==> src/rtl/core/sqi_ram.sv <==
module sqi_ram #(
   parameter int WIDTH = 32,
   parameter int DEPTH = 8,
   localparam int AW = (DEPTH > 1) ? $clog2(DEPTH) : 1
) (
   input  logic             clock,
   input  logic             wr_en,
   input  logic [AW-1:0]    wr_addr,
   input  logic [WIDTH-1:0] wr_data,
   input  logic             rd_en,
   input  logic [AW-1:0]    rd_addr,
   output logic [WIDTH-1:0] rd_data
);
   logic [WIDTH-1:0] mem_ff [DEPTH];
   logic [WIDTH-1:0] rd_data_ff;

   always_ff @(posedge clock) begin
      if (wr_en) begin
         mem_ff[wr_addr] <= wr_data;
      end
      if (rd_en) begin
         rd_data_ff <= mem_ff[rd_addr];
      end
   end

   assign rd_data = rd_data_ff;
endmodule
==> config.mk <==
export PLATFORM = sky130hd
export DESIGN_NAME = sqi_ram
export DESIGN_NICKNAME = d
export VERILOG_FILES = /design/src/rtl/core/sqi_ram.sv
export SDC_FILE = /design/constraint.sdc
export NUM_CORES = 1
export LEC_CHECK = 0
export BUFFER_PORTS_ARGS = -buffer_cell sky130_fd_sc_hd__buf_2
export CAP_MARGIN = 20
export CORE_ASPECT_RATIO = 0.6
export CORE_MARGIN = 8
export CORE_UTILIZATION = 55
export CTS_CLUSTER_DIAMETER = 60
export DETAILED_ROUTE_END_ITERATION = 6
export HOLD_SLACK_MARGIN = 0.12
export PLACE_DENSITY = 0.76
export SYNTH_ARGS = -nofsm -noshare
export SYNTH_HDL_FRONTEND = slang
export SYNTH_SLANG_ARGS = --single-unit
==> constraint.sdc <==
create_clock -name clock -period 4.9 [get_ports clock]
set_input_delay 0.98 -clock clock [delete_from_list [all_inputs] [get_ports clock]]
set_output_delay 0.98 -clock clock [all_outputs]
set_load 0.02 [all_outputs]
==> flow_metrics.env, run 1 <==
export IMPL_core_region_area_um2=19130
export IMPL_ys_seq_area_frac=0.8018
export IMPL_floorplan_initialDensity=0.5639
export IMPL_skew_ns=0.01139
export IMPL_synthesis_area_um2=10790
export IMPL_grt_overflow_total=0
export IMPL_power_density_nw_per_um2=400.3
export IMPL_vias=4521
export IMPL_pin_count=73
export IMPL_synth_top_cell_by_area="edfxtp_1"
export IMPL_row_count=39
export IMPL_period_needed_ns=2.508
export IMPL_cts_tree="done"
export IMPL_antenna_found_initial=2
export IMPL_cts_setup_buffers=0
export IMPL_ctsHoldBuffers=0
export IMPL_reg2reg_depth=2
export IMPL_holdPathEnd="mem_ff[7][0]"
export IMPL_holdWs_ns=0.7282
export IMPL_wl_um=19560
export IMPL_clock_latency_ns=0.51
export IMPL_dieArea_um2=24500
export IMPL_path_clk_slew_ns=0.06
export IMPL_hp_class="in -> reg"
export IMPL_routed_via_density=5.745
export IMPL_drc_errors=0
export IMPL_grt_met3_usage=0.03994
export IMPL_period_share=0.5119
export IMPL_grt_first_pass_wirelength_um=29860
export IMPL_finalMaxSlewViolations=0
export IMPL_clockBufferDepth=3
export IMPL_path_max_fanout=40
export IMPL_drv_cap=0
export IMPL_drt_first_pass_iters=4
export IMPL_antenna_cells=0
export IMPL_status="complete, no violations"
export IMPL_fin_ws_ns=2.392
export IMPL_ys_seq_elements=288
export IMPL_synth_nets=456
export IMPL_pre_cts_ws_ns=1.777
export IMPL_worstSetupPathType="in -> reg"
export IMPL_grt_max_degree=65
export IMPL_wire_per_inst_um=24.86
export IMPL_post_cts_resized=0
export IMPL_hpwl_um=10650
export IMPL_ys_types=12
export IMPL_vdd_ir_drop_max_uv=259.3
export IMPL_yosys_warnings=0
export IMPL_synthCells=415
export IMPL_die_y_um=124.5
export IMPL_htreeDepth=1
export IMPL_reg2reg_from="mem_ff[1][2]"
export IMPL_place_congestion=0.6764
export IMPL_arrival_ns=2.76
export IMPL_finalSetupTns_ns=0
export IMPL_whs_path_depth=1
export IMPL_hold_viol_final=0
export IMPL_gr_max_usage_layer="met2"
export IMPL_regToRegSetupSlack_ns=3.48
export IMPL_cp_start_kind="input port"
export IMPL_chipWidth_um=196.8
export IMPL_postRouteAntennaNets=0
export IMPL_synth_top_area_share=0.8018
export IMPL_grt_pass1_vias=4925
export IMPL_slew_headroom=0.3445
export IMPL_drt_iter0_drc=370
export IMPL_syn_avg_cell_area_um2=25.99
export IMPL_clock_sinks=288
export IMPL_worstMarginPinSlew_ns=0.9832
export IMPL_drive_gt1_frac=0.3359
export IMPL_io_buffers=72
export IMPL_grt_use_met2=0.2664
export IMPL_track_usage=0.1604
export IMPL_critPathRequiredTime_ns=5.15
export IMPL_finalSetupViolations=0
export IMPL_grt_use_met1=0.2167
export IMPL_cp_end_kind="flop"
export IMPL_rsz0062_at_grt="false"
export IMPL_synth_area_top_cells="edfxtp_1 80%, mux4_1 9.7%, mux4_2 5.0%"
export IMPL_cts_root_buf="clkbuf_16"
export IMPL_cts_buffers=25
export IMPL_worstReg2RegEnd="rd_data[2]"
export IMPL_area_growth_pct=13.33
export IMPL_max_freq_mhz=398.7
export IMPL_min_from="wr_data[0]"
export IMPL_fin_nets=547
export IMPL_fill_cells=1283
export IMPL_leakagePower_nw=4.058
[through the flow]
stage,total power [mW],util,instance area [um^2],std cells
after floorplan,3.053,-,10790,415
after global placement,3.149,0.6000,11480,744
after detailed placement,3.167,0.6000,11480,744
after CTS,4.940,0.6376,12200,786
after global routing,5.054,0.6391,12220,787
final,4.894,0.6391,12220,787
[worst max path at each step]
stage                from      endpoint
6_report       rd_addr[2]   rd_data[27]
3_3_place_gp   rd_addr[0]   rd_data[17]
3_5_place_dp   rd_addr[0]   rd_data[16]
2_1_floorplan  wr_addr[2]  mem_ff[0][0]
4_1_cts        rd_addr[0]   rd_data[14]
5_1_grt        rd_addr[2]   rd_data[22]
[where the power goes]
part           switching (mW)  internal [mW]
Sequential             0.0234           2.81
Combinational           0.155          0.118
Clock                   0.797          0.986
[worst max-delay path, stage by stage]
cell and delay, ns:
buf_2 0.47, buf_4 0.59, mux4_2 0.41, mux2_2 0.28
[logic make-up (layout without fill, tap and decap cells)]
kind of cell | after synthesis | after routing | share of synthesized area
and+or+nand+nor | 13 | 13 | 0.005452
muxes | 96 | 96 | 0.1810
DFF | 288 | 288 | 0.8018
buffers and inverters | 18 | 124 | 0.01183
[flip-flops by register name (all words and copies together), names as in the netlist]
name / count
mem_ff: 256
rd_data: 32
[layer usage]
metal	share of wire	routed length (um)
met3	0.080	1572
met1	0.41	7973
met5	0.00092	18
met2	0.50	9765
met4	0.012	233
[placed cells by master, fill, tap and decap left out]
cell type,instances
mux4_1,40
buf_16,1
bufinv_16,1
clkinv_1,5
buf_4,10
clkbuf_16,25
mux4_2,24
clkbuf_1,8
mux2_2,32
edfxtp_1,288
buf_2,71
nor3_2,2
nor2_4,6
nand2b_1,3
nand2_1,2
clkinv_2,3
[synth_stat cells]
master	n
buf_1	4
buf_2	6
buf_6	7
clkbuf_1	1
edfxtp_1	288
mux2_2	32
mux4_1	40
mux4_2	24
nand2_1	2
nand2b_1	3
nor2_1	6
nor3_1	2
[area by class of cell]
type                            instances  area (um^2)  share of cell area
Tap cell                              266        332.8             0.02723
Sequential cell                       288         8648              0.7075
Multi-Input combinational cell        109         2066              0.1690
Clock buffer                           33        655.6             0.05363
Timing Repair Buffer                   82        457.9             0.03746
Clock inverter                          9        63.81            0.005220
(Power assumes the default switching activity.)
==> inputs of run 2 (changes only) <==
clock period = 2.4 ns   (was 4.9 ns; I/O delays follow)
==> run 2 against run 1 <==
  * Via count is 0.44% higher
  * Clock skew is 0.0057 ns lower
  * Critical path depth stayed put
  * Final cell count is 0.13% higher
  * Hold slack worse by 0.49 ns
  * Combinational power is 120% higher
  * Die area stayed put
  * Largest power group unchanged
==> flow_metrics.env, run 2 (same netlist as run 1, synthesis figures left out) <==
export IMPL_final_common_cell="edfxtp_1"
export IMPL_worstReg2RegEnd="rd_data[26]"
export IMPL_regToRegSetupSlack_ns=0.98
export IMPL_drv_cap=0
export IMPL_reg2reg_depth=2
export IMPL_track_usage=0.1573
export IMPL_hp_class="in -> reg"
export IMPL_critPathRequiredTime_ns=2.65
export IMPL_finalPower_mw=10.01
export IMPL_clock_sinks=288
export IMPL_floorplan_initialDensity=0.5639
export IMPL_hpwl_um=10620
export IMPL_grt_overflow_total=0
export IMPL_cts_tree="done"
export IMPL_row_count=39
export IMPL_final_cell_mix="288 x edfxtp_1, 71 x buf_2, 40 x mux4_1"
export IMPL_cp_slowest_cell="mux4_1"
export IMPL_place_congestion=0.6984
export IMPL_grt_max_degree=36
export IMPL_drt_iter0_drc=332
export IMPL_arrival_ns=1.90
export IMPL_fin_nets=551
export IMPL_die_y_um=124.5
export IMPL_grt_pass1_vias=4792
export IMPL_dieArea_um2=24500
export IMPL_top_register="mem_ff"
export IMPL_finalSetupTns_ns=0
export IMPL_area_growth_pct=15.09
export IMPL_pre_cts_ws_ns=0.2241
export IMPL_power_density_nw_per_um2=805.9
export IMPL_cts_root_buf="clkbuf_16"
export IMPL_vias=4541
export IMPL_wl_um=19480
export IMPL_grt_first_pass_wirelength_um=29100
export IMPL_drt_first_pass_iters=4
export IMPL_clockBufferDepth=3
export IMPL_chipWidth_um=196.8
export IMPL_fin_ws_ns=0.7538
export IMPL_postRouteAntennaNets=0
export IMPL_wire_per_inst_um=24.72
export IMPL_rsz0062_at_grt="false"
export IMPL_max_freq_mhz=607.5
export IMPL_crit_path_start="rd_addr[0]"
export IMPL_cp_end_kind="flop"
export IMPL_io_buffers=72
export IMPL_drc_errors=0
export IMPL_slew_headroom=0.6284
export IMPL_period_needed_ns=1.646
export IMPL_core_region_area_um2=19130
export IMPL_vdd_ir_drop_max_uv=588.4
export IMPL_htreeDepth=1
export IMPL_clock_latency_ns=0.50
export IMPL_leakagePower_nw=4.122
export IMPL_reg2reg_from="mem_ff[6][26]"
export IMPL_finalSetupViolations=0
export IMPL_skew_ns=0.005733
export IMPL_period_share=0.6859
export IMPL_cp_start_kind="input port"
export IMPL_cts_setup_buffers=0
export IMPL_post_cts_resized=0
export IMPL_ctsHoldBuffers=0
export IMPL_path_cells="buf_4 -> buf_12 -> mux4_1 -> mux2_2"
export IMPL_crit_end="rd_data[7]"
export IMPL_antenna_found_initial=4
export IMPL_worstSetupPathType="in -> reg"
export IMPL_status="complete, no violations"
export IMPL_antenna_cells=0
export IMPL_largest_reg_flops=256
export IMPL_routed_via_density=5.763
export IMPL_pin_count=73
export IMPL_worstMarginPinSlew_ns=0.5573
export IMPL_cts_buffers=25
export IMPL_drive_gt1_frac=0.3429
export IMPL_path_max_fanout=27
export IMPL_crit_path_max_incr_delay_ns=0.60
export IMPL_hold_viol_final=0
export IMPL_path_clk_slew_ns=0.06
export IMPL_finalMaxSlewViolations=0
-- run 2: metrics by stage --
stage / util / hold slack [ns] / instance area [um^2] / std cells
3_5_place_dp: 0.6118 / 0.7352 / 11700 / 749
4_1_cts: 0.6490 / 0.2109 / 12410 / 788
2_1_floorplan: - / 0.5789 / 10800 / 415
5_1_grt: 0.6490 / 0.2265 / 12410 / 788
3_3_place_gp: 0.6118 / 0.7225 / 11700 / 749
6_report: 0.6490 / 0.2342 / 12410 / 788
-- run 2: critical path: cells and delay by family --
kind / cells / cell delay [ns]
mux: 2 / 0.89
buf+inv: 2 / 0.51
-- run 2: worst min path at each step --
stage                   from       endpoint  cells after the start
2_1_floorplan     wr_data[0]   mem_ff[0][0]                      0
3_3_place_gp   mem_ff[0][18]    rd_data[18]                      2
3_5_place_dp   mem_ff[2][24]    rd_data[24]                      2
4_1_cts          wr_data[15]  mem_ff[7][15]                      1
5_1_grt           wr_data[5]   mem_ff[3][5]                      1
6_report         wr_data[15]  mem_ff[0][15]                      1
-- run 2: where the power goes --
part,switching (mW),internal [mW]
clock,1.62,2.00
combinational,0.325,0.264
sequential,0.0457,5.74
total,1.99,8.01
-- run 2: area by class of cell --
| cell class | instances | area, um^2 |
|---|---|---|
| flip-flops and latches | 288 | 8648 |
| fillers | 1264 | 6714 |
| multi-input cells | 109 | 2078 |
| clock buffers | 31 | 648.1 |
| repair buffers | 86 | 643.1 |
| well taps | 266 | 332.8 |
| clock inverters | 8 | 63.81 |
-- run 2: per-layer routing --
layer  wire length [um]  track usage  vias to the layer above
met2               9213       0.2525                      173
met5                 48            0                        -
met1               8274       0.2192                     2326
li1                   -            -                     2004
met4                245      0.02512                        8
met3               1697      0.04182                       30
==> inputs of run 3 (changes only) <==
ABC_AREA = 1   (was unset)
PLACE_DENSITY = 0.78   (was 0.76)
clock period = 1.4 ns   (was 2.4 ns; I/O delays follow)
==> run 3 against run 2 <==
  * The flow now finishes with violations (setup timing)
  * Cell area increased by 17%
  * Combinational power grew to 2.5 times the previous value
  * Synthesized cell count increased to 2.8 times the previous value
  * Via count up 75%
  * Synthesized area grew 13%
==> flow_metrics.env, run 3 <==
export IMPL_ys_seq_elements=288
export IMPL_combinationalPowerShare=0.079
export IMPL_cp_slowest_cell="edfxtp_1"
export IMPL_vdd_ir_drop_max_uv=1071
export IMPL_clock_sinks=288
export IMPL_ys_types=11
export IMPL_min_from="rd_en"
export IMPL_reg2reg_depth=6
export IMPL_final_cell_mix="422 x nand2_1, 288 x edfxtp_1, 260 x inv_1"
export IMPL_path_cells="buf_6"
export IMPL_wl_um=26610
export IMPL_holdPathEnd="rd_data[3]"
export IMPL_chipWidth_um=208.2
export IMPL_power_density_nw_per_um2=1299
export IMPL_cts_root_buf="clkbuf_16"
export IMPL_postRouteAntennaNets=0
export IMPL_max_freq_mhz=680.2
export IMPL_fin_ws_ns=-0.07006
export IMPL_synth_commonest_cells="422 x nand2_1, 288 x edfxtp_1, 260 x inv_1"
export IMPL_finalSetupViolations=5
export IMPL_slew_headroom=0.7392
export IMPL_fill_cells=1525
export IMPL_post_route_util=0.6653
export IMPL_rsz0062_at_grt="true"
export IMPL_drv_cap=0
export IMPL_drc_errors=0
export IMPL_reg2reg_from="mem_ff[4][24]"
export IMPL_fin_nets=1325
export IMPL_syn_avg_cell_area_um2=10.55
export IMPL_holdWs_ns=0.2384
export IMPL_p_int_mw=14.83
export IMPL_p_sw_frac=0.2168
export IMPL_synth_top_cell_by_area="edfxtp_1"
export IMPL_clockBufferDepth=3
export IMPL_floorplan_initialDensity=0.5564
export IMPL_wire_per_inst_um=16.76
export IMPL_status="finished with violations"
export IMPL_cts_buffers=27
export IMPL_htreeDepth=1
export IMPL_area_growth_pct=19.57
export IMPL_clock_latency_ns=0.53
export IMPL_path_clk_slew_ns=0.07
export IMPL_io_buffers=72
export IMPL_hold_viol_final=0
export IMPL_antenna_found_initial=0
export IMPL_ys_seq_area_frac=0.7093
export IMPL_critPathRequiredTime_ns=1.12
export IMPL_synth_nets=1197
export IMPL_crit_path_start="rd_data[0]"
export IMPL_period_share=1.050
export IMPL_grt_overflow_total=0
export IMPL_synthMostInstantiatedCell="nand2_1"
export IMPL_synth_top_area_share=0.7093
export IMPL_path_max_fanout=1
export IMPL_power_frac_clock=0.396
export IMPL_dieArea_um2=27350
export IMPL_die_y_um=131.3
export IMPL_arrival_ns=1.19
export IMPL_crit_family="flip-flops"
export IMPL_yosys_warnings=0
export IMPL_pre_cts_ws_ns=-0.02984
export IMPL_core_region_area_um2=21910
export IMPL_drt_first_pass_iters=7
export IMPL_routed_via_density=4.994
export IMPL_hp_class="in -> reg"
export IMPL_track_usage=0.1947
export IMPL_path_buf_inv=1
export IMPL_finalPower_mw=18.93
export IMPL_skew_ns=0.008745
export IMPL_cts_tree="done"
export IMPL_synth_edff_count=288
export IMPL_grt_first_pass_wirelength_um=42570
export IMPL_crit_path_max_incr_delay_ns=0.48
export IMPL_synth_ff_type="edfxtp_1"
export IMPL_finalSetupTns_ns=-0.1045
export IMPL_leakagePower_nw=6.627
export IMPL_whs_path_depth=2
export IMPL_grt_pass1_vias=7876
export IMPL_largest_reg_flops=256
export IMPL_worstReg2RegEnd="rd_data[24]"
export IMPL_synth_area_top_cells="edfxtp_1 71%, nand2_1 13%, inv_1 8.0%"
export IMPL_regToRegSetupSlack_ns=0.33
export IMPL_worstSetupPathType="reg -> out"
export IMPL_drt_iter0_drc=722
export IMPL_p_sw_mw=4.104
export IMPL_grt_max_degree=53
export IMPL_final_common_cell="nand2_1"
export IMPL_worstMarginPinSlew_ns=0.3903
export IMPL_synthArstFlopShare=0
export IMPL_cp_start_kind="flop"
export IMPL_row_count=42
export IMPL_drive_gt1_frac=0.1260
export IMPL_place_congestion=0.7923
export IMPL_hpwl_um=16050
export IMPL_pin_count=73
export IMPL_vias=7931
export IMPL_synthCells=1156
export IMPL_cp_end_kind="primary output"
export IMPL_p_seq_frac=0.525
export IMPL_period_needed_ns=1.470
export IMPL_antenna_cells=0
export IMPL_violations="setup timing"
export IMPL_synthesis_area_um2=12190
export IMPL_finalMaxSlewViolations=0
export IMPL_top_register="mem_ff"
==> run 3: power by group through the flow <==
stage	combinational (mW)	clock, mW	sequential [mW]
finish	1.50	7.50	9.93
global route	1.65	7.95	9.95
CTS	1.50	7.60	9.93
detailed placement	1.40	0	10.1
global placement	1.36	0	10.1
floorplan	0.701	0	10.2
==> run 3: cells by family (layout without fill, tap and decap cells) <==
group | Yosys count | in the layout | share of synthesized area
flops | 288 | 288 | 0.7093
simple gates | 558 | 558 | 0.1849
buf+inv | 310 | 456 | 0.1058
==> run 3: metrics by stage <==
step | cell area [um^2] | cells
after floorplan | 12220 | 1156
after global placement | 13320 | 1509
after detailed placement | 13320 | 1509
after CTS | 14570 | 1588
after global routing | 14580 | 1588
final | 14580 | 1588
==> run 3: how the worst max path moves through the flow <==
stage | cells past startpoint | end
after detailed placement | 8 | rd_data[31]
after global placement | 7 | rd_data[22]
after global routing | 1 | rd_data[0]
after floorplan | 3 | mem_ff[0][0]
final | 1 | rd_data[0]
after CTS | 1 | rd_data[0]
==> run 3: area by class of cell <==
class                   instances  area [um^2]  area share
flip-flops and latches        288         8648      0.5932
multi-input cells             558         2315      0.1588
repair buffers                147         1375     0.09432
inverters                     262        985.9     0.06763
clock buffers                  31        690.7     0.04737
well taps                     286        357.8     0.02455
clock inverters                16        206.4     0.01416
==> run 3: worst reg2reg max path: cells and delay by family, from the launching register on <==
family / cells / cell delay, ns
DFF: 1 / 0.37
and+or+nand+nor: 5 / 0.37
buffers and inverters: 1 / 0.07
==> run 3: what timing repair did <==
action	CTS	global route
setup buffers	0	0
gates resized for setup	12	2
gates cloned	0	0
hold buffers	32	0
setup endpoints to repair	6	7
hold endpoints to repair	256	0
==> run 3: metal layers <==
layer	vias to the layer above	GRT usage	wire length (um)
met1	3716	0.2805	12030
li1	3871	-	-
met4	0	0.04163	501
met2	298	0.3113	12100
met3	46	0.03039	1977
met5	-	0	0
